**src/rtl/rtli_pkg.sv**
```systemverilog
// Shared types and constants for the ranked top list block.
// Holds the transfer payload structs, list geometry and the controller command set.
// No dependencies.
package rtli_pkg;

  // list geometry
  localparam int ENTRIES   = 10;
  localparam int TABLES    = 3;
  localparam int NAME_BITS = 64;
  localparam int SLOTS     = TABLES * ENTRIES;

  // derived widths
  localparam int ADDR_W  = (SLOTS > 1) ? $clog2(SLOTS) : 1;
  localparam int RANK_W  = $clog2(ENTRIES + 1);
  localparam int SCORE_W = 32;
  localparam int FLAT_W  = 5;

  // operation codes
  localparam logic OP_INSERT = 1'b0;
  localparam logic OP_READ   = 1'b1;

  typedef struct packed {
    logic                      operation;
    logic [1:0]                table_select;
    logic signed [SCORE_W-1:0] new_score;
    logic [63:0]               name_tag;
    logic [3:0]                entry_index;
  } in_t;

  typedef struct packed {
    logic                      placed;
    logic [FLAT_W-1:0]         flat_position;
    logic signed [SCORE_W-1:0] entry_score;
    logic [63:0]               entry_name;
  } out_t;

  // controller to datapath
  typedef struct packed {
    logic load;        // latch the accepted item
    logic rd_entry;    // read one entry for a read operation
    logic scan_first;  // read the first rank of an insert scan
    logic step;        // compare, write and advance one rank
    logic finish;      // load the result register
  } cmd_t;

  // datapath to controller
  typedef struct packed {
    logic is_insert;
    logic tbl_ok;
    logic idx_ok;
    logic last;
    logic out_free;
  } stat_t;

endpackage

```
**src/rtl/ranked_top_list_insert.sv**
```systemverilog
// Ranked top list block, top level.
// Instantiates rtli_ctrl and rtli_datapath; uses rtli_pkg.
//
// Keeps three ranked lists of ten entries (score, name tag) in descending
// score order, in one slot memory with a valid bit per slot.
// Input channel: in_valid_i / in_stall_o with in_data_i; a transfer takes
// place on a clock edge with valid high and stall low. Operation insert
// places the entry behind equal scores and reports its flat position;
// operation read returns one entry. Each item yields exactly one result.
// Output channel: out_valid_o / out_stall_i with out_data_o.
// An insert walks all ten ranks of its list, reading one rank and writing the
// rank above it each cycle; a read reads its one entry, and a skipped item
// goes straight from the start state to the finish state, where every item
// loads its result. The result can transfer out in the cycle after it is
// loaded, and the next item is taken in the cycle after the result is loaded.
// Reset clears all valid bits at once, so every list reads as zero; no
// clearing pass is needed. A waiting result does not block the next
// transfer in; when the receiver stalls, the finished result of that next
// item waits in the controller until the output register frees up.
module ranked_top_list_insert (
  input  logic           clk_i,
  input  logic           rst_ni,
  input  logic           in_valid_i,
  output logic           in_stall_o,
  input  rtli_pkg::in_t  in_data_i,
  output logic           out_valid_o,
  input  logic           out_stall_i,
  output rtli_pkg::out_t out_data_o
);
  import rtli_pkg::*;

  cmd_t  cmd;
  stat_t stat;

  // sequencer
  rtli_ctrl u_ctrl (
    .clk_i      (clk_i),
    .rst_ni     (rst_ni),
    .in_valid_i (in_valid_i),
    .in_stall_o (in_stall_o),
    .stat_i     (stat),
    .cmd_o      (cmd)
  );

  // memory, scan and result registers
  rtli_datapath u_datapath (
    .clk_i       (clk_i),
    .rst_ni      (rst_ni),
    .in_data_i   (in_data_i),
    .cmd_i       (cmd),
    .stat_o      (stat),
    .out_stall_i (out_stall_i),
    .out_valid_o (out_valid_o),
    .out_data_o  (out_data_o)
  );

endmodule

```
**src/rtl/rtli_datapath.sv**
```systemverilog
// Datapath of the ranked top list block: entry memory with valid bits, scan
// registers and the result register. Driven by rtli_ctrl; uses rtli_pkg.
module rtli_datapath (
  input  logic           clk_i,
  input  logic           rst_ni,
  input  rtli_pkg::in_t  in_data_i,
  input  rtli_pkg::cmd_t cmd_i,
  output rtli_pkg::stat_t stat_o,
  input  logic           out_stall_i,
  output logic           out_valid_o,
  output rtli_pkg::out_t out_data_o
);
  import rtli_pkg::*;

  // entry memory, one score and one name per slot
  logic signed [SCORE_W-1:0] score_mem [SLOTS];
  logic [NAME_BITS-1:0]      name_mem  [SLOTS];
  logic [SLOTS-1:0]          valid_q;

  in_t                       item_q;
  logic                      tbl_ok_q;
  logic [ADDR_W-1:0]         base_q;
  logic [RANK_W-1:0]         rank_q, rank_d;
  logic                      placed_q;
  logic [ADDR_W-1:0]         place_addr_q;
  logic signed [SCORE_W-1:0] held_score_q;
  logic [NAME_BITS-1:0]      held_name_q;

  logic signed [SCORE_W-1:0] rd_score_q;
  logic [NAME_BITS-1:0]      rd_name_q;
  logic                      rd_valid_q;
  logic [ADDR_W-1:0]         rd_addr_q;

  out_t                      out_q, out_d;
  logic                      out_valid_q;

  logic                      in_tbl_ok;
  logic [1:0]                eff_tbl;
  logic [ADDR_W-1:0]         base_d;
  logic                      idx_ok;
  logic                      last;
  logic                      rd_en;
  logic [ADDR_W-1:0]         rd_addr;
  logic signed [SCORE_W-1:0] cur_score;
  logic [NAME_BITS-1:0]      cur_name;
  logic                      beats;
  logic                      wr_en;
  logic signed [SCORE_W-1:0] wr_score;
  logic [NAME_BITS-1:0]      wr_name;

  // table base for the incoming item, unknown tables map to list 0
  assign in_tbl_ok = 32'(in_data_i.table_select) < TABLES;
  assign eff_tbl   = in_tbl_ok ? in_data_i.table_select : 2'd0;
  assign base_d    = ADDR_W'(32'(eff_tbl) * ENTRIES);

  assign idx_ok = 32'(item_q.entry_index) < ENTRIES;
  assign last   = rank_q == RANK_W'(ENTRIES);

  // current entry of the scan, never written slots read as zero
  assign cur_score = rd_valid_q ? rd_score_q : '0;
  assign cur_name  = rd_valid_q ? rd_name_q : '0;
  assign beats     = item_q.new_score > cur_score;

  // once placed, each later rank takes the entry held from the rank above
  assign wr_en    = cmd_i.step && (placed_q || beats);
  assign wr_score = placed_q ? held_score_q : item_q.new_score;
  assign wr_name  = placed_q ? held_name_q : item_q.name_tag[NAME_BITS-1:0];

  // read port address
  always_comb begin
    rd_en   = 1'b0;
    rd_addr = base_q;
    rank_d  = rank_q;
    if (cmd_i.rd_entry) begin
      rd_en   = 1'b1;
      rd_addr = base_q + ADDR_W'(item_q.entry_index);
    end else if (cmd_i.scan_first) begin
      rd_en   = 1'b1;
      rd_addr = base_q;
      rank_d  = RANK_W'(1);
    end else if (cmd_i.step && !last) begin
      rd_en   = 1'b1;
      rd_addr = base_q + ADDR_W'(rank_q);
      rank_d  = rank_q + RANK_W'(1);
    end
  end

  // memory write and registered read, distinct addresses in one cycle
  always_ff @(posedge clk_i) begin
    if (wr_en) begin
      score_mem[rd_addr_q] <= wr_score;
      name_mem[rd_addr_q]  <= wr_name;
    end
    if (rd_en) begin
      rd_score_q <= score_mem[rd_addr];
      rd_name_q  <= name_mem[rd_addr];
      rd_valid_q <= valid_q[rd_addr];
      rd_addr_q  <= rd_addr;
    end
  end

  // valid bits, cleared at reset
  always_ff @(posedge clk_i or negedge rst_ni) begin
    if (!rst_ni) begin
      valid_q <= '0;
    end else if (wr_en) begin
      valid_q[rd_addr_q] <= 1'b1;
    end
  end

  // item and scan registers
  always_ff @(posedge clk_i) begin
    if (cmd_i.load) begin
      item_q   <= in_data_i;
      tbl_ok_q <= in_tbl_ok;
      base_q   <= base_d;
    end
    rank_q <= rank_d;
    if (wr_en) begin
      held_score_q <= cur_score;
      held_name_q  <= cur_name;
      if (!placed_q) begin
        place_addr_q <= rd_addr_q;
      end
    end
  end

  always_ff @(posedge clk_i or negedge rst_ni) begin
    if (!rst_ni) begin
      placed_q <= 1'b0;
    end else if (cmd_i.load) begin
      placed_q <= 1'b0;
    end else if (wr_en) begin
      placed_q <= 1'b1;
    end
  end

  // result build
  always_comb begin
    out_d = '0;
    if (item_q.operation == OP_INSERT) begin
      out_d.placed        = placed_q;
      out_d.flat_position = placed_q ? FLAT_W'(32'(place_addr_q)) : '0;
    end else if (idx_ok && rd_valid_q) begin
      out_d.entry_score = rd_score_q;
      out_d.entry_name  = 64'(rd_name_q);
    end
  end

  // result register
  always_ff @(posedge clk_i) begin
    if (cmd_i.finish) begin
      out_q <= out_d;
    end
  end

  always_ff @(posedge clk_i or negedge rst_ni) begin
    if (!rst_ni) begin
      out_valid_q <= 1'b0;
    end else if (cmd_i.finish) begin
      out_valid_q <= 1'b1;
    end else if (!out_stall_i) begin
      out_valid_q <= 1'b0;
    end
  end

  assign out_valid_o = out_valid_q;
  assign out_data_o  = out_q;

  assign stat_o.is_insert = item_q.operation == OP_INSERT;
  assign stat_o.tbl_ok    = tbl_ok_q;
  assign stat_o.idx_ok    = idx_ok;
  assign stat_o.last      = last;
  assign stat_o.out_free  = !out_valid_q || !out_stall_i;

  // a result is never loaded over one that is still waiting
  assert property (@(posedge clk_i) disable iff (!rst_ni)
    cmd_i.finish |-> (!out_valid_q || !out_stall_i))
    else $error("result register overwritten while stalled");

  // memory writes only happen during an insert scan of a known table
  assert property (@(posedge clk_i) disable iff (!rst_ni)
    wr_en |-> (item_q.operation == OP_INSERT && tbl_ok_q))
    else $error("memory write outside an insert scan");

  // a read of the same slot as the write would see stale data
  assert property (@(posedge clk_i) disable iff (!rst_ni)
    (wr_en && rd_en) |-> (rd_addr != rd_addr_q))
    else $error("read and write collide on one slot");

  // a placed insert lands inside its own list
  assert property (@(posedge clk_i) disable iff (!rst_ni)
    (cmd_i.finish && placed_q) |-> (place_addr_q >= base_q
      && 32'(place_addr_q) < 32'(base_q) + ENTRIES))
    else $error("placed entry outside its list");

endmodule

```
**src/rtl/rtli_ctrl.sv**
```systemverilog
// Controller of the ranked top list block: sequences accept, scan or read,
// and result loading. Commands rtli_datapath; uses rtli_pkg.
module rtli_ctrl (
  input  logic            clk_i,
  input  logic            rst_ni,
  input  logic            in_valid_i,
  output logic            in_stall_o,
  input  rtli_pkg::stat_t stat_i,
  output rtli_pkg::cmd_t  cmd_o
);
  import rtli_pkg::*;

  localparam logic [2:0] ST_IDLE   = 3'd0;
  localparam logic [2:0] ST_START  = 3'd1;
  localparam logic [2:0] ST_SCAN   = 3'd2;
  localparam logic [2:0] ST_RDATA  = 3'd3;
  localparam logic [2:0] ST_FINISH = 3'd4;

  logic [2:0] state_q, state_d;

  // next state and commands
  always_comb begin
    state_d = state_q;
    cmd_o   = '0;
    case (state_q)
      ST_IDLE: begin
        if (in_valid_i) begin
          cmd_o.load = 1'b1;
          state_d    = ST_START;
        end
      end
      ST_START: begin
        if (stat_i.is_insert) begin
          if (stat_i.tbl_ok) begin
            cmd_o.scan_first = 1'b1;
            state_d          = ST_SCAN;
          end else begin
            state_d = ST_FINISH;
          end
        end else if (stat_i.idx_ok) begin
          cmd_o.rd_entry = 1'b1;
          state_d        = ST_RDATA;
        end else begin
          state_d = ST_FINISH;
        end
      end
      ST_SCAN: begin
        cmd_o.step = 1'b1;
        if (stat_i.last) begin
          state_d = ST_FINISH;
        end
      end
      ST_RDATA: begin
        state_d = ST_FINISH;
      end
      ST_FINISH: begin
        if (stat_i.out_free) begin
          cmd_o.finish = 1'b1;
          state_d      = ST_IDLE;
        end
      end
      default: begin
        state_d = ST_IDLE;
      end
    endcase
  end

  always_ff @(posedge clk_i or negedge rst_ni) begin
    if (!rst_ni) begin
      state_q <= ST_IDLE;
    end else begin
      state_q <= state_d;
    end
  end

  assign in_stall_o = state_q != ST_IDLE;

  // a scan keeps stepping until its last rank
  assert property (@(posedge clk_i) disable iff (!rst_ni)
    (state_q == ST_SCAN && !stat_i.last) |=> state_q == ST_SCAN)
    else $error("insert scan ended early");

  // an accepted item moves on to the start state
  assert property (@(posedge clk_i) disable iff (!rst_ni)
    cmd_o.load |=> state_q == ST_START)
    else $error("accepted item not started");

  // the state register only holds known codes
  assert property (@(posedge clk_i) disable iff (!rst_ni)
    state_q <= ST_FINISH)
    else $error("illegal controller state");

endmodule
```
**config.mk**
```make
export PLATFORM = sky130hd
export DESIGN_NAME = ranked_top_list_insert
export DESIGN_NICKNAME = d
export VERILOG_FILES = /design/src/rtl/rtli_pkg.sv /design/src/rtl/ranked_top_list_insert.sv /design/src/rtl/rtli_datapath.sv /design/src/rtl/rtli_ctrl.sv
export SDC_FILE = /design/constraint.sdc
export NUM_CORES = 2
export LEC_CHECK = 0
export BUFFER_PORTS_ARGS = -buffer_cell sky130_fd_sc_hd__buf_2
export CAP_MARGIN = 20
export CORE_MARGIN = 2
export CORE_UTILIZATION = 35
export DETAILED_ROUTE_END_ITERATION = 10
export HOLD_SLACK_MARGIN = 0.08
export PLACE_DENSITY = 0.58
export SLEW_MARGIN = 0
export SYNTH_ARGS = -nofsm -noshare
export SYNTH_HDL_FRONTEND = slang
export SYNTH_SLANG_ARGS = --single-unit
```
**constraint.sdc**
```tcl
create_clock -name clk_i -period 12.11 [get_ports clk_i]
set_input_delay 1.211 -clock clk_i [delete_from_list [all_inputs] [get_ports clk_i]]
set_output_delay 1.211 -clock clk_i [all_outputs]
set_load 0.005 [all_outputs]
```
==> qor.yml <==
drt_iter0_drc: 9710
start_util_pct: 35.2
max-vdd-ir-drop_mv: 0.176
ys_types: 68
cts_tree: "yes"
synth_most_common_cell: "edfxtp_1"
synthArstFlopShare_pct: 1.05
path_common_cell: "buf_4"
syn_avg_cell_area_sq_um: 13.9
portBuffers: 210
ys_seq_area_share_pct: 76.0
via_count: 80700
path_cells: "buf_4, nand2_1, ha_1, a21oi_1, nor2_1, a2111oi_0, o311ai_0, o21ai_0, a21oi_1, nor3_4, buf_4, buf_4, inv_6, buf_4"
cts_made_buffers: 334
slew_violations: 0
crit_family: "buffers and inverters"
grt_max_degree: 195
fillers: 34000
critPathKind: "reg2reg"
cts_buffer_depth: 4
ys_warn_count: 0
nNetsFinal: 9677
critical_path.max_stage_delay_ps: 660
die_area_sq_um: 380000
post_dp_cell_area_sq_um: 138000
crit_required_ps: 12540
layout-drive-gt1-share_pct: 10.1
reg2regPathDepth: 14
hold_viol: 0
slowest_stage: "buf_4"
post-route-util_pct: 39.7
synth-seq-cells: 3328
place_congestion: 0.812
final_cells: 14800
seq_area_sq_um: 99800
rows: 224
clk_pin_slew_ps: 60
drc: 0
synth_fp_nets: 9610
skew_ps: 49.3
grt_antenna_before_repair: 12
rsz0062_at_grt: "no"
fin_tns_setup_ps: 0
end_kind: "flop"
endpoint: "u_datapath.held_name_q[44]"
cts_resized: 0
clk_latency_ps: 900
dpl.hpwl_mm: 194
drt_wl_total_mm: 378
ios: 211
dr.pass1.iters: 6
synth_top_area_cell: "edfxtp_1"
dpl.cell_count: 14200
crit_fanout: 63
crit_buf_inv: 5
power.density_nw_per_um2: 235
crit_arrival_ps: 6690
setup.worst_path.start: "u_datapath.rd_valid_q"
cts_sinks: 3328
grt_pass1_vias: 78500
status: "complete, no violations"
postRouteAntennaNets: 0
cp-start-kind: "flop"
worst_pin_slew_ps: 1260
route.detailed.vias_per_inst: 5.47
coreArea_sq_um: 373000
root_buffer: "clkbuf_16"
synth_ff_type: "edfxtp_1"
wl_per_cell_um: 25.6
multiInputGateArea_sq_um: 28800
grt_pass1_wl_mm: 547
ctsHtreeMaxLevel: 5
gr-total-overflow: 0
syn-cell-area_sq_um: 131000
cts_hold_buf: 0
fin_crit_sh_pct: 51.7
r2r_slack_ps: 5850
yosys-top-cells-area: "edfxtp_1 75%, nand2_1 8.2%, and3_1 3.1%"
final_area_sq_um: 148000
synth_edf_count: 3293
period_needed_ps: 6260
holdWs_ps: 430
area_growth_pct: 12.9
worstHoldPathType: "in2async"
post_cts_buffers: 0
p_leak_nw: 50.5
drv_cap: 0
die_x_um: 617
maxSlewHeadroom_pct: 15.7
fmax_mhz: 160
synthTopCellsByCount: "3293 x edfxtp_1, 2874 x nand2_1, 643 x and3_1"
cp.depth: 14
syn_inst: 9461
grtUsageTotal_pct: 19.2
die_h_um: 617
final-setup-viol-count: 0
r2r_start: "u_datapath.rd_valid_q"
synth_top_area_share_pct: 75.3
worstReg2RegEnd: "u_datapath.held_name_q[44]"
## layout make-up
type / count / share of cell area (%)
well taps: 4972 / 4.20
clock buffers: 424 / 6.00
flip-flops and latches: 3328 / 67.3
repair buffers: 366 / 1.84
inverters: 45 / 0.134
diodes: 12 / 0.0203
clock inverters: 160 / 1.08
multi-input cells: 5453 / 19.4
## layer usage
metal	vias to the layer above	GRT usage (%)	part of all wire, %
met3	544	2.55	7.8
met5	-	0	0
met1	41300	26.5	42
met2	3574	31.9	48
li1	35300	-	-
met4	0	5.46	2.6
## flip-flops by register name, summed over array words and instances, names as in the netlist, 2 cells and up
| name | cells |
|---|---|
| u_datapath.held_score_q | 32 |
| u_datapath.valid_q | 30 |
| u_datapath.rank_q | 4 |
| u_datapath.rd_addr_q | 5 |
| u_ctrl.state_q | 3 |
| u_datapath.name_mem | 1920 |
| u_datapath.score_mem | 960 |
| u_datapath.place_addr_q | 5 |
| u_datapath.base_q | 2 |
| u_datapath.item_q | 101 |
| u_datapath.rd_score_q | 32 |
| u_datapath.held_name_q | 64 |
| u_datapath.rd_name_q | 64 |
| u_datapath.out_data_o | 102 |
## cell usage in the layout, fill, tap and decap left out, types with 55 or more instances in the layout
| master | count |
|---|---|
| a21oi_1 | 164 |
| o21ai_0 | 110 |
| and3_1 | 643 |
| nand2_1 | 2872 |
| buf_2 | 210 |
| buf_4 | 117 |
| mux2i_1 | 85 |
| nor3_1 | 75 |
| a311oi_1 | 432 |
| mux2_2 | 96 |
| and2_1 | 72 |
| nand3_1 | 274 |
| clkbuf_1 | 78 |
| a31oi_1 | 128 |
| clkbuf_16 | 341 |
| clkinv_2 | 55 |
| edfxtp_1 | 3293 |
## kinds of logic (layout without fill, tap and decap cells)
logic type | count (synthesis) | in the layout | synth area share [%]
simple gates | 4117 | 4117 | 13.7
flops | 3328 | 3328 | 76.0
compound gates | 1108 | 1108 | 6.09
buf+inv | 680 | 995 | 2.35
mux | 181 | 181 | 1.47
fa+ha+maj | 42 | 42 | 0.412
xor+xnor | 5 | 5 | 0.0391
other cells | 0 | 12 | 0
## stage by stage
step                      worst slack [ps]  power (mW)
after floorplan                       4450        20.8
after global placement                5630        24.7
after detailed placement              5980        24.8
after CTS                             5920        34.9
after global routing                  5450        36.1
final                                 5850        34.8
## how the worst min path moves through the flow
stage	start	endpoint	cells past startpoint
2_1_floorplan	u_datapath.rd_addr_q[2]	u_datapath.place_addr_q[2]	0
3_3_place_gp	u_datapath.valid_q[17]	u_datapath.valid_q[17]	1
3_5_place_dp	u_datapath.valid_q[17]	u_datapath.valid_q[17]	1
4_1_cts	rst_ni	u_datapath.out_valid_o	1
5_1_grt	in_data_i[87]	u_datapath.item_q[87]	1
6_report	rst_ni	u_datapath.out_valid_o	1
## report_power, final
part | internal (mW) | total [mW] | switching (mW)
Combinational | 2.46 | 9.70 | 7.24
Sequential | 14.6 | 14.9 | 0.370
Clock | 5.81 | 10.1 | 4.33
Total | 22.8 | 34.8 | 11.9
No activity file was read; power rests on OpenSTA's default activity.
